===== src/hdl/vertex_tuple_dedup_table_top_defines.svh =====
// assertion helpers for the tuple table
`ifndef VERTEX_TUPLE_DEDUP_TABLE_TOP_DEFINES_SVH
`define VERTEX_TUPLE_DEDUP_TABLE_TOP_DEFINES_SVH

// same-cycle implication
`define VTD_ASSERT_NOW(lbl, ante, cons, msg) \
  lbl: assert property (@(posedge clk_i) disable iff (!rst_ni) (ante) |-> (cons)) \
    else $error(msg);

// next-cycle implication
`define VTD_ASSERT_NEXT(lbl, ante, cons, msg) \
  lbl: assert property (@(posedge clk_i) disable iff (!rst_ni) (ante) |=> (cons)) \
    else $error(msg);

`endif


===== src/hdl/vtd_pkg.sv =====
package vtd_pkg;

  localparam int unsigned REF_W   = 16;
  localparam int unsigned KEY_W   = 4 * REF_W;
  localparam int unsigned SLOT_W  = 10;
  localparam int unsigned CNT_W   = 11;
  localparam int unsigned OUT_DW  = 24;
  localparam int unsigned OUT_UW  = 2;

  localparam logic KIND_LOOKUP = 1'b0;
  localparam logic KIND_CLEAR  = 1'b1;

  typedef enum logic [1:0] {
    ST_IDLE,
    ST_SCAN,
    ST_DONE
  } vtd_state_e;

  typedef struct packed {
    logic [CNT_W-1:0]  entry_count;
    logic              full_res;
    logic              is_new;
    logic [SLOT_W-1:0] slot;
  } res_t;

  typedef struct packed {
    logic vld;
    res_t res;
  } res_beat_t;

endpackage


===== src/hdl/vtd_out_reg.sv =====
module vtd_out_reg (
  input  logic               clk_i,
  input  logic               rst_ni,
  input  vtd_pkg::res_beat_t beat_i,
  output logic               ready_o,
  output logic               valid_o,
  input  logic               ready_i,
  output vtd_pkg::res_t      res_o
);
  import vtd_pkg::*;

  logic vld_q, vld_d;
  res_t res_q, res_d;

  always_comb begin
    ready_o = !vld_q || ready_i;
    vld_d   = vld_q;
    res_d   = res_q;
    if (ready_o) begin
      vld_d = beat_i.vld;
      if (beat_i.vld) begin
        res_d = beat_i.res;
      end
    end
  end

  always_ff @(posedge clk_i or negedge rst_ni) begin
    if (!rst_ni) begin
      vld_q <= 1'b0;
    end else begin
      vld_q <= vld_d;
    end
  end

  always_ff @(posedge clk_i) begin
    res_q <= res_d;
  end

  assign valid_o = vld_q;
  assign res_o   = res_q;

endmodule


===== config.mk =====
export PLATFORM = sky130hd
export DESIGN_NAME = vtd_out_reg
export DESIGN_NICKNAME = d
export VERILOG_FILES = /design/src/hdl/vertex_tuple_dedup_table_top_defines.svh /design/src/hdl/vtd_pkg.sv /design/src/hdl/vtd_out_reg.sv
export SDC_FILE = /design/constraint.sdc
export NUM_CORES = 1
export LEC_CHECK = 0
export BUFFER_PORTS_ARGS = -buffer_cell sky130_fd_sc_hd__buf_4
export CAP_MARGIN = 20
export CORE_MARGIN = 5
export CORE_UTILIZATION = 35
export CTS_BUF_LIST = sky130_fd_sc_hd__clkbuf_4 sky130_fd_sc_hd__clkbuf_8 sky130_fd_sc_hd__clkbuf_16
export DETAILED_ROUTE_END_ITERATION = 16
export PLACE_DENSITY = 0.73
export SYNTH_ARGS = -nofsm -noshare
export SYNTH_HDL_FRONTEND = slang
export SYNTH_SLANG_ARGS = --single-unit

===== constraint.sdc =====
create_clock -name clk_i -period 0.95 [get_ports clk_i]
set_input_delay 0.1425 -clock clk_i [delete_from_list [all_inputs] [get_ports clk_i]]
set_output_delay 0.1425 -clock clk_i [all_outputs]
set_load 0.005 [all_outputs]

==> flow_summary.json <==
{
  "status": "finished, violations left",
  "violations": "negative setup slack",
  "fin_crit_sh_pct": 121,
  "fin_worst_skew_ps": 0.631,
  "dp.cells": 106,
  "crit_slowest_cell": "dfrtp_1",
  "leakage_nw": 0.646,
  "grt_pass1_vias": 529,
  "layout-drive-gt1-share_pct": 57.7,
  "fin_tns_setup_ps": -4080,
  "gp_congestion": 0.698,
  "powerDensity_nw_per_um2": 1370,
  "dp_slack_ps": -175,
  "cp_data_required_time_ps": 810,
  "critPathTopFamily": "flip-flops",
  "yosys-top-cells-count": "23 x edfxtp_1, 1 x and2_4, 1 x dfrtp_1, 1 x nand2b_1, 1 x nand2b_4",
  "layout.nets": 139,
  "cp_num_buf_inv": 2,
  "track_usage_pct": 11.1,
  "drtIter0Drc": 14,
  "start_util_pct": 37.2,
  "hold_violations": 0,
  "yosysSeqAreaShare_pct": 96.1,
  "synth_top_area_share_pct": 92.8,
  "syn_nets": 54,
  "start_kind": "flip-flop",
  "die_w_um": 56.1,
  "path_max_fanout": 3,
  "ys_warn_count": 0,
  "r2r_start": "valid_o",
  "finalWorstSetupSlack_ps": -203,
  "hold_path_class": "in2reg",
  "dieArea_um2": 3150,
  "ff2ff_path_depth": 3,
  "ant_nets": 0,
  "async_reset_ff_share_pct": 4.17,
  "grt_start_max_net_pins": 14,
  "via_per_inst": 4.09,
  "arrival_ps": 1010,
  "drc": 0,
  "worst_pin_slew_ps": 134,
  "hp-start": "beat_i[4]",
  "row_count": 16,
  "setup_viol": 48,
  "antenna_found_initial": 0,
  "syn_to_final_growth_pct": 102,
  "hold_end": "res_o[4]",
  "cts.sinks": 24,
  "n_antenna_cell": 0,
  "syn_inst": 27,
  "fmax_mhz": 868,
  "ys_ff_latch": 24,
  "cp_common_cell": "buf_6",
  "clk_pin_slew_ps": 120,
  "total_power_mw": 2.06,
  "synthFlopType": "edfxtp_1",
  "r2r_end": "res_o[21]",
  "whs_ps": 16.7,
  "path_class": "reg2out",
  "peakVddDrop_v": 0.00110,
  "routed_wl_um": 2050,
  "wl_per_cell_um": 14.9,
  "final-instance-count-excl-fill": 138,
  "finalMaxSlewViolations": 0,
  "max-slew-margin-rel_pct": 91.0,
  "cts-root-buf": "clkbuf_4",
  "clockBufferDepth": 2,
  "end_kind": "output pin",
  "design_area_um2": 1510,
  "yosysMostFrequentCell": "edfxtp_1",
  "cts_inserted_buffers": 3,
  "rsz0062_at_grt": "true",
  "ios": 52,
  "synth_edf_count": 23,
  "synth_cell_types": 5,
  "fin_crit_ps": 1150,
  "crit_chain": "nand2b_4 > buf_6 > buf_6",
  "vias": 564,
  "slowest_delay_ps": 420,
  "cts_tree": "done",
  "hold_depth": 1,
  "core_area_um2": 2000,
  "port_buffers": 51,
  "syn_avg_cell_area_um2": 27.6,
  "fin_util_pct": 75.2,
  "grt_pass1_wl_um": 2580,
  "clk_latency_ps": 300,
  "grt-ovfl-total": 0,
  "cts_htree_levels": 1,
  "synth_area_um2": 744,
  "first_pass_iters": 3,
  "synth_top_area_cell": "edfxtp_1",
  "r2r_slack_ps": -140,
  "synth.area.top_cells": "edfxtp_1 93%, dfrtp_1 3.4%, nand2b_4 1.8%",
  "die_h_um": 56.1,
  "maxCapViolations": 0,
  "place_area_um2": 1170
}
-- power by group --
part,leakage [nW],switching (mW),internal [mW]
clock,0.0184,0.284,0.192
combinational,0.398,0.100,0.238
sequential,0.230,0.0206,1.23
-- state kept, by name (all words and copies together) (netlist names) --
register	count
res_o	23
valid_o	1
-- cell families (layout without fill, tap and decap cells) --
group | after synthesis | count (layout) | share of synthesized area [%]
buffers and inverters | 0 | 81 | 0
AND/OR/NAND/NOR | 3 | 6 | 3.87
flip-flops | 24 | 24 | 96.1
-- final cells by class --
class / instances / area (µm²)
sequential: 24 / 716
timing repair buffer: 77 / 671
fill: 130 / 497
multi-input combinational: 6 / 55.1
tap: 27 / 33.8
clock buffer: 4 / 30.0
-- metal layers --
metal	global-route usage [%]	part of all wire (%)	vias up
met4	8.14	1.3	0
met1	10.5	35	266
li1	-	-	275
met5	0	0	-
met2	19.9	59	21
met3	3.25	4.9	2
-- timing repair --
item | CTS | global route
pin swaps | 1 | 1
gates cloned | 2 | 1
setup endpoints to repair | 48 | 48
setup buffers | 2 | 1
resized for setup | 7 | 6
hold endpoints to repair | 1 | 21
hold buffers | 1 | 21
-- worst max path at each step --
stage          startpoint   endpoint  depth (start not counted)
2_1_floorplan     valid_o   res_o[0]                          2
3_3_place_gp      valid_o  res_o[15]                          2
3_5_place_dp      valid_o  res_o[12]                          2
4_1_cts           valid_o    ready_o                          3
5_1_grt           valid_o    ready_o                          3
6_report          valid_o    ready_o                          3
-- placed cells by master, fill, tap and decap left out --
cell	instances
clkbuf_4	4
dfrtp_1	1
dlygate4sd3_1	22
nand2b_1	1
edfxtp_1	23
and2_4	4
buf_4	45
nand2b_4	1
buf_6	10
No activity file was read; power rests on OpenSTA's default activity.
