File: config.mk
export PLATFORM = sky130hd
export DESIGN_NAME = vtd_ctrl
export DESIGN_NICKNAME = d
export VERILOG_FILES = /design/src/hdl/vertex_tuple_dedup_table_top_defines.svh /design/src/hdl/vtd_pkg.sv /design/src/hdl/vtd_ctrl.sv
export SDC_FILE = /design/constraint.sdc
export NUM_CORES = 1
export LEC_CHECK = 0
export BUFFER_PORTS_ARGS = -buffer_cell sky130_fd_sc_hd__buf_4
export CORE_MARGIN = 5
export CORE_UTILIZATION = 41
export CTS_BUF_LIST = sky130_fd_sc_hd__clkbuf_4 sky130_fd_sc_hd__clkbuf_8
export CTS_CLUSTER_SIZE = 25
export DETAILED_ROUTE_END_ITERATION = 8
export GPL_TIMING_DRIVEN = 1
export PLACE_DENSITY = 0.69
export SETUP_SLACK_MARGIN = 0.2
export SYNTH_ARGS = -nofsm -noshare
export SYNTH_HDL_FRONTEND = slang
export SYNTH_SLANG_ARGS = --single-unit
File: constraint.sdc
create_clock -name clk_i -period 7.07 [get_ports clk_i]
set_clock_uncertainty 0.05 [all_clocks]
set_input_delay 0.707 -clock clk_i [delete_from_list [all_inputs] [get_ports clk_i]]
set_output_delay 0.707 -clock clk_i [all_outputs]
set_load 0.03 [all_outputs]
File: src/hdl/vertex_tuple_dedup_table_top_defines.svh
// assertion helpers for the tuple table
`ifndef VERTEX_TUPLE_DEDUP_TABLE_TOP_DEFINES_SVH
`define VERTEX_TUPLE_DEDUP_TABLE_TOP_DEFINES_SVH

// same-cycle implication
`define VTD_ASSERT_NOW(lbl, ante, cons, msg) \
  lbl: assert property (@(posedge clk_i) disable iff (!rst_ni) (ante) |-> (cons)) \
    else $error(msg);

// next-cycle implication
`define VTD_ASSERT_NEXT(lbl, ante, cons, msg) \
  lbl: assert property (@(posedge clk_i) disable iff (!rst_ni) (ante) |=> (cons)) \
    else $error(msg);

`endif

File: src/hdl/vtd_pkg.sv
package vtd_pkg;

  localparam int unsigned REF_W   = 16;
  localparam int unsigned KEY_W   = 4 * REF_W;
  localparam int unsigned SLOT_W  = 10;
  localparam int unsigned CNT_W   = 11;
  localparam int unsigned OUT_DW  = 24;
  localparam int unsigned OUT_UW  = 2;

  localparam logic KIND_LOOKUP = 1'b0;
  localparam logic KIND_CLEAR  = 1'b1;

  typedef enum logic [1:0] {
    ST_IDLE,
    ST_SCAN,
    ST_DONE
  } vtd_state_e;

  typedef struct packed {
    logic [CNT_W-1:0]  entry_count;
    logic              full_res;
    logic              is_new;
    logic [SLOT_W-1:0] slot;
  } res_t;

  typedef struct packed {
    logic vld;
    res_t res;
  } res_beat_t;

endpackage

File: src/hdl/vtd_ctrl.sv
module vtd_ctrl #(
  parameter int unsigned DEPTH = 1024,
  parameter int unsigned AW    = $clog2(DEPTH),
  parameter int unsigned CW    = $clog2(DEPTH + 1)
) (
  input  logic                      clk_i,
  input  logic                      rst_ni,
  input  logic                      in_valid_i,
  output logic                      in_ready_o,
  input  logic                      in_kind_i,
  input  logic [vtd_pkg::KEY_W-1:0] in_key_i,
  output logic                      rd_en_o,
  output logic [AW-1:0]             rd_addr_o,
  input  logic [vtd_pkg::KEY_W-1:0] rd_data_i,
  output logic                      wr_en_o,
  output logic [AW-1:0]             wr_addr_o,
  output logic [vtd_pkg::KEY_W-1:0] wr_data_o,
  output vtd_pkg::res_beat_t        beat_o,
  input  logic                      beat_ready_i
);
  import vtd_pkg::*;

  vtd_state_e       state_q, state_d;
  logic [CW-1:0]    count_q, count_d;
  logic [KEY_W-1:0] key_q, key_d;
  logic [AW-1:0]    rd_idx_q, rd_idx_d;
  logic [AW-1:0]    cmp_idx_q, cmp_idx_d;
  res_t             res_q, res_d;

  logic        hit;
  logic        last;
  logic        table_full;
  logic [31:0] hit_slot_w;
  logic [31:0] new_slot_w;
  logic [31:0] cnt_w;
  logic [31:0] cnt_inc_w;

  assign hit_slot_w = 32'(cmp_idx_q);
  assign new_slot_w = 32'(count_q);
  assign cnt_w      = 32'(count_q);
  assign cnt_inc_w  = 32'(count_q) + 32'd1;
  assign hit        = (rd_data_i == key_q);
  assign last       = ((CW'(cmp_idx_q) + CW'(1)) == count_q);
  assign table_full = (count_q == CW'(DEPTH));

  always_comb begin
    state_d    = state_q;
    count_d    = count_q;
    key_d      = key_q;
    rd_idx_d   = rd_idx_q;
    cmp_idx_d  = cmp_idx_q;
    res_d      = res_q;
    in_ready_o = 1'b0;
    rd_en_o    = 1'b0;
    rd_addr_o  = rd_idx_q;
    wr_en_o    = 1'b0;
    wr_addr_o  = count_q[AW-1:0];
    wr_data_o  = key_q;

    unique case (state_q)
      ST_IDLE: begin
        in_ready_o = 1'b1;
        if (in_valid_i) begin
          key_d = in_key_i;
          if (in_kind_i == KIND_CLEAR) begin
            count_d = '0;
            res_d   = '0;
            state_d = ST_DONE;
          end else begin
            // first read goes out with the accept
            rd_en_o   = 1'b1;
            rd_addr_o = '0;
            rd_idx_d  = AW'(1);
            cmp_idx_d = '0;
            state_d   = ST_SCAN;
          end
        end
      end
      ST_SCAN: begin
        if (count_q != '0 && hit) begin
          res_d.slot        = hit_slot_w[SLOT_W-1:0];
          res_d.is_new      = 1'b0;
          res_d.full_res    = 1'b0;
          res_d.entry_count = cnt_w[CNT_W-1:0];
          state_d           = ST_DONE;
        end else if (count_q == '0 || last) begin
          state_d = ST_DONE;
          if (table_full) begin
            res_d.slot        = '0;
            res_d.is_new      = 1'b0;
            res_d.full_res    = 1'b1;
            res_d.entry_count = cnt_w[CNT_W-1:0];
          end else begin
            wr_en_o           = 1'b1;
            count_d           = count_q + CW'(1);
            res_d.slot        = new_slot_w[SLOT_W-1:0];
            res_d.is_new      = 1'b1;
            res_d.full_res    = 1'b0;
            res_d.entry_count = cnt_inc_w[CNT_W-1:0];
          end
        end else begin
          // one entry per cycle; the compare works on the registered read data
          rd_en_o   = 1'b1;
          rd_idx_d  = rd_idx_q + AW'(1);
          cmp_idx_d = rd_idx_q;
        end
      end
      ST_DONE: begin
        if (beat_ready_i) begin
          state_d = ST_IDLE;
        end
      end
      default: begin
        state_d = ST_IDLE;
      end
    endcase
  end

  assign beat_o.vld = (state_q == ST_DONE);
  assign beat_o.res = res_q;

  always_ff @(posedge clk_i or negedge rst_ni) begin
    if (!rst_ni) begin
      state_q <= ST_IDLE;
      count_q <= '0;
    end else begin
      state_q <= state_d;
      count_q <= count_d;
    end
  end

  always_ff @(posedge clk_i) begin
    key_q     <= key_d;
    rd_idx_q  <= rd_idx_d;
    cmp_idx_q <= cmp_idx_d;
    res_q     <= res_d;
  end

endmodule

==> run metrics <==
worst-path maximum fanout=10; wire per inst=20.14 um; pin count of the biggest net entering global routing=65; Area contributors post-synth=edfxtp_1, xnor2_1, dfrtp_1; number of post-CTS setup repair buffers=0; global-route wire length before repair=28,500 um; Worst Setup SP=wr_data_o[6]; Async SR Flop Fraction=10.83%; r2r setup slk=3.51 ns; final worst-path cycle share=55.47%; mux share of post-synthesis cell area=0.1639%; gpl congestion=0.9110; max cap viols=0; XOR/XNOR Fraction of Synth Area=11.90%; outcome=completed; Simple-Gate Fraction of Synth Area=15.81%; number of global-route vias before repair=4,822; Final ANT Viol Nets=0; Synth Register Bits=120; Leakage=0.003278 uW; Pwr per Cell Area=377.7 mW/mm2; floorplan row count=44; Final Core Density=57.97%; Longest Clk Path Bufs=2; Post-CTS Hold Fix Bufs=0; clk sink count=120; nets=878; worst skew pair latency=0.44 ns; CTS clk-pin slew, worst paths=0.08 ns; Setup CP Type=reg2out; Post-Route WL=18,870 um; Max VDD drop=0.3111 mV; diode count=0; sequential element share of the synthesized area=57.93%; Synth cell types=57; synthesized area=0.006108 mm2; Synth Flop Type=edfxtp_1; DR vias/cell=5.309; initial antenna violation count=0; Placeable Area=0.01459 mm2; EDFF count, synth=107; die area=0.01744 mm2; root buf cell=clkbuf_8; worst slew pin tran=0.8483 ns; fin. max-slew vios=0; Synth area leader=edfxtp_1; CP startpoint kind=flip-flop; reg2reg end=beat_o[1]; Starting Density=41.87%; RSZ-0062 raised after global routing=false; minimum clock period=3.922 ns; final hold viol count=0; Syn Area/Cell=12.00 um2; crit path capture type=output port; setup_tns=0 ns; Synthesized Nets=647; hpwl dp=14,600 um; Die H=132.1 um; main combinational cell family by area after synthesis=simple AND/OR/NAND/NOR gates; share of layout cells above drive strength 1=39.18%; Die X-Extent=132.1 um; worst reg2reg path depth=8; Residual DRC=0; Synth-to-Final Area Change=38.45%; TritonCTS clock tree=yes; vias=4,975; DRT iter0 DRCs=449; Overflow after GRT=0; GRT Util Overall=20.99%; share of the synthesized area in the top cell type=52.60%; H-tree depth=4; CP Data Required Time=6.31 ns; DRT Pass-1 Iters=7; Final setup viols=0; post-synthesis cell count=509; f_max=255.0 MHz; Port Buffers=243; TritonCTS Buffers=17; Synth Area in Compound Gates=8.726%; yosys warns=0; Tightest Hold Check Type=in2async; worst reg2reg startpoint=cmp_idx_q[3]; I/O pins=244; Worst slew margin=43.45%; Post-Synth Adder-Cell Area=1.024%; Worst Path Arrival=3.16 ns; CTS resizes=0
[worst max-delay path by stage]
| stage | end | slack [ns] |
|---|---|---|
| detailed placement | beat_o[7] | 3.11 |
| CTS | wr_en_o | 3.06 |
| floorplan | beat_o[0] | 3.10 |
| finish | wr_en_o | 3.15 |
| global route | wr_en_o | 2.76 |
| global placement | beat_o[7] | 3.20 |
[Yosys cell counts, types with 8 or more instances]
master and instances:
buf_4 11, nor2_1 27, edfxtp_1 107, a21oi_1 22
xnor2_1 74, clkbuf_1 17, nand4_1 24, nor3_1 9
inv_1 14, o21ai_0 9, xor2_1 9, or4_1 8
nor2b_1 12, nand2_1 35, nor4_1 9, and2_1 16
nand3_1 12, dfrtp_1 13
[layer usage]
layer	GRT usage (%)	wire length, um	share of wire, %	vias up
li1	-	-	-	2323
met3	6.718	1527	8.1	16
met1	26.16	7505	40	2420
met5	0	0	0	-
met2	36.08	9703	51	216
met4	4.000	134	0.71	0
[critical path, stage by stage, from the launching register on]
cell and delay (ns):
edfxtp_1 0.42, xnor2_1 0.21, nand4_1 0.11, nor4_1 0.47, nand4_1 0.45, o21ai_1 0.58, nor2_1 0.25, buf_4 0.23
[cell type report]
cell class,count,area [um2]
Clock buffer,19,261.5
Clock inverter,13,192.7
Fill cell,1242,6132
Inverter,14,52.55
Multi-Input combinational cell,338,2312
Sequential cell,120,3538
Tap cell,184,230.2
Timing Repair Buffer,249,1869
[cell usage in the layout (no fill, tap or decap), types with 9 or more instances in the layout]
master | Yosys | layout
a21oi_1 | 22 | 22
and2_1 | 16 | 16
buf_4 | 11 | 249
clkbuf_8 | 0 | 19
dfrtp_1 | 13 | 13
edfxtp_1 | 107 | 107
inv_1 | 14 | 13
nand2_1 | 35 | 35
nand3_1 | 12 | 12
nand4_1 | 24 | 24
nor2_1 | 27 | 27
nor2b_1 | 12 | 12
nor3_1 | 9 | 9
nor4_1 | 9 | 9
o21ai_0 | 9 | 9
xnor2_1 | 74 | 74
xor2_1 | 9 | 9
[stage by stage]
step	cell area, um2	total power (uW)	setup slack [ns]	std cells	hold slack (ns)
after global placement	8003	2488	3.205	905	0.5152
after global routing	8457	3347	2.755	937	0.03268
after detailed placement	8003	2508	3.106	905	0.5216
final	8457	3194	3.148	937	0.05424
after floorplan	6108	2046	3.103	509	0.3614
after CTS	8457	3213	3.064	937	0.03425
[state kept, by name, indices dropped and copies added (netlist names)]
signal / flops
wr_data_o: 64
beat_o: 23
count_q: 11
cmp_idx_q: 10
rd_idx_q: 10
state_q: 2
[power by group]
| part | total (uW) | leakage (uW) | switching, uW | internal (uW) |
|---|---|---|---|---|
| clock network | 698 | 0.000223 | 291 | 406 |
| registers | 1240 | 0.00119 | 211 | 1030 |
| logic | 1250 | 0.00187 | 778 | 476 |
| total | 3190 | 0.00328 | 1280 | 1910 |
[cells by family (layout without fill, tap and decap cells)]
kind of cell,after synthesis,after routing
AOI/OAI and AO/OA,71,71
xor gates and xnor gates,83,83
adders and majority gates,5,5
buffers and inverters,51,295
DFF,120,120
muxes,1,1
and+or+nand+nor,178,178
(Power assumes the default switching activity.)
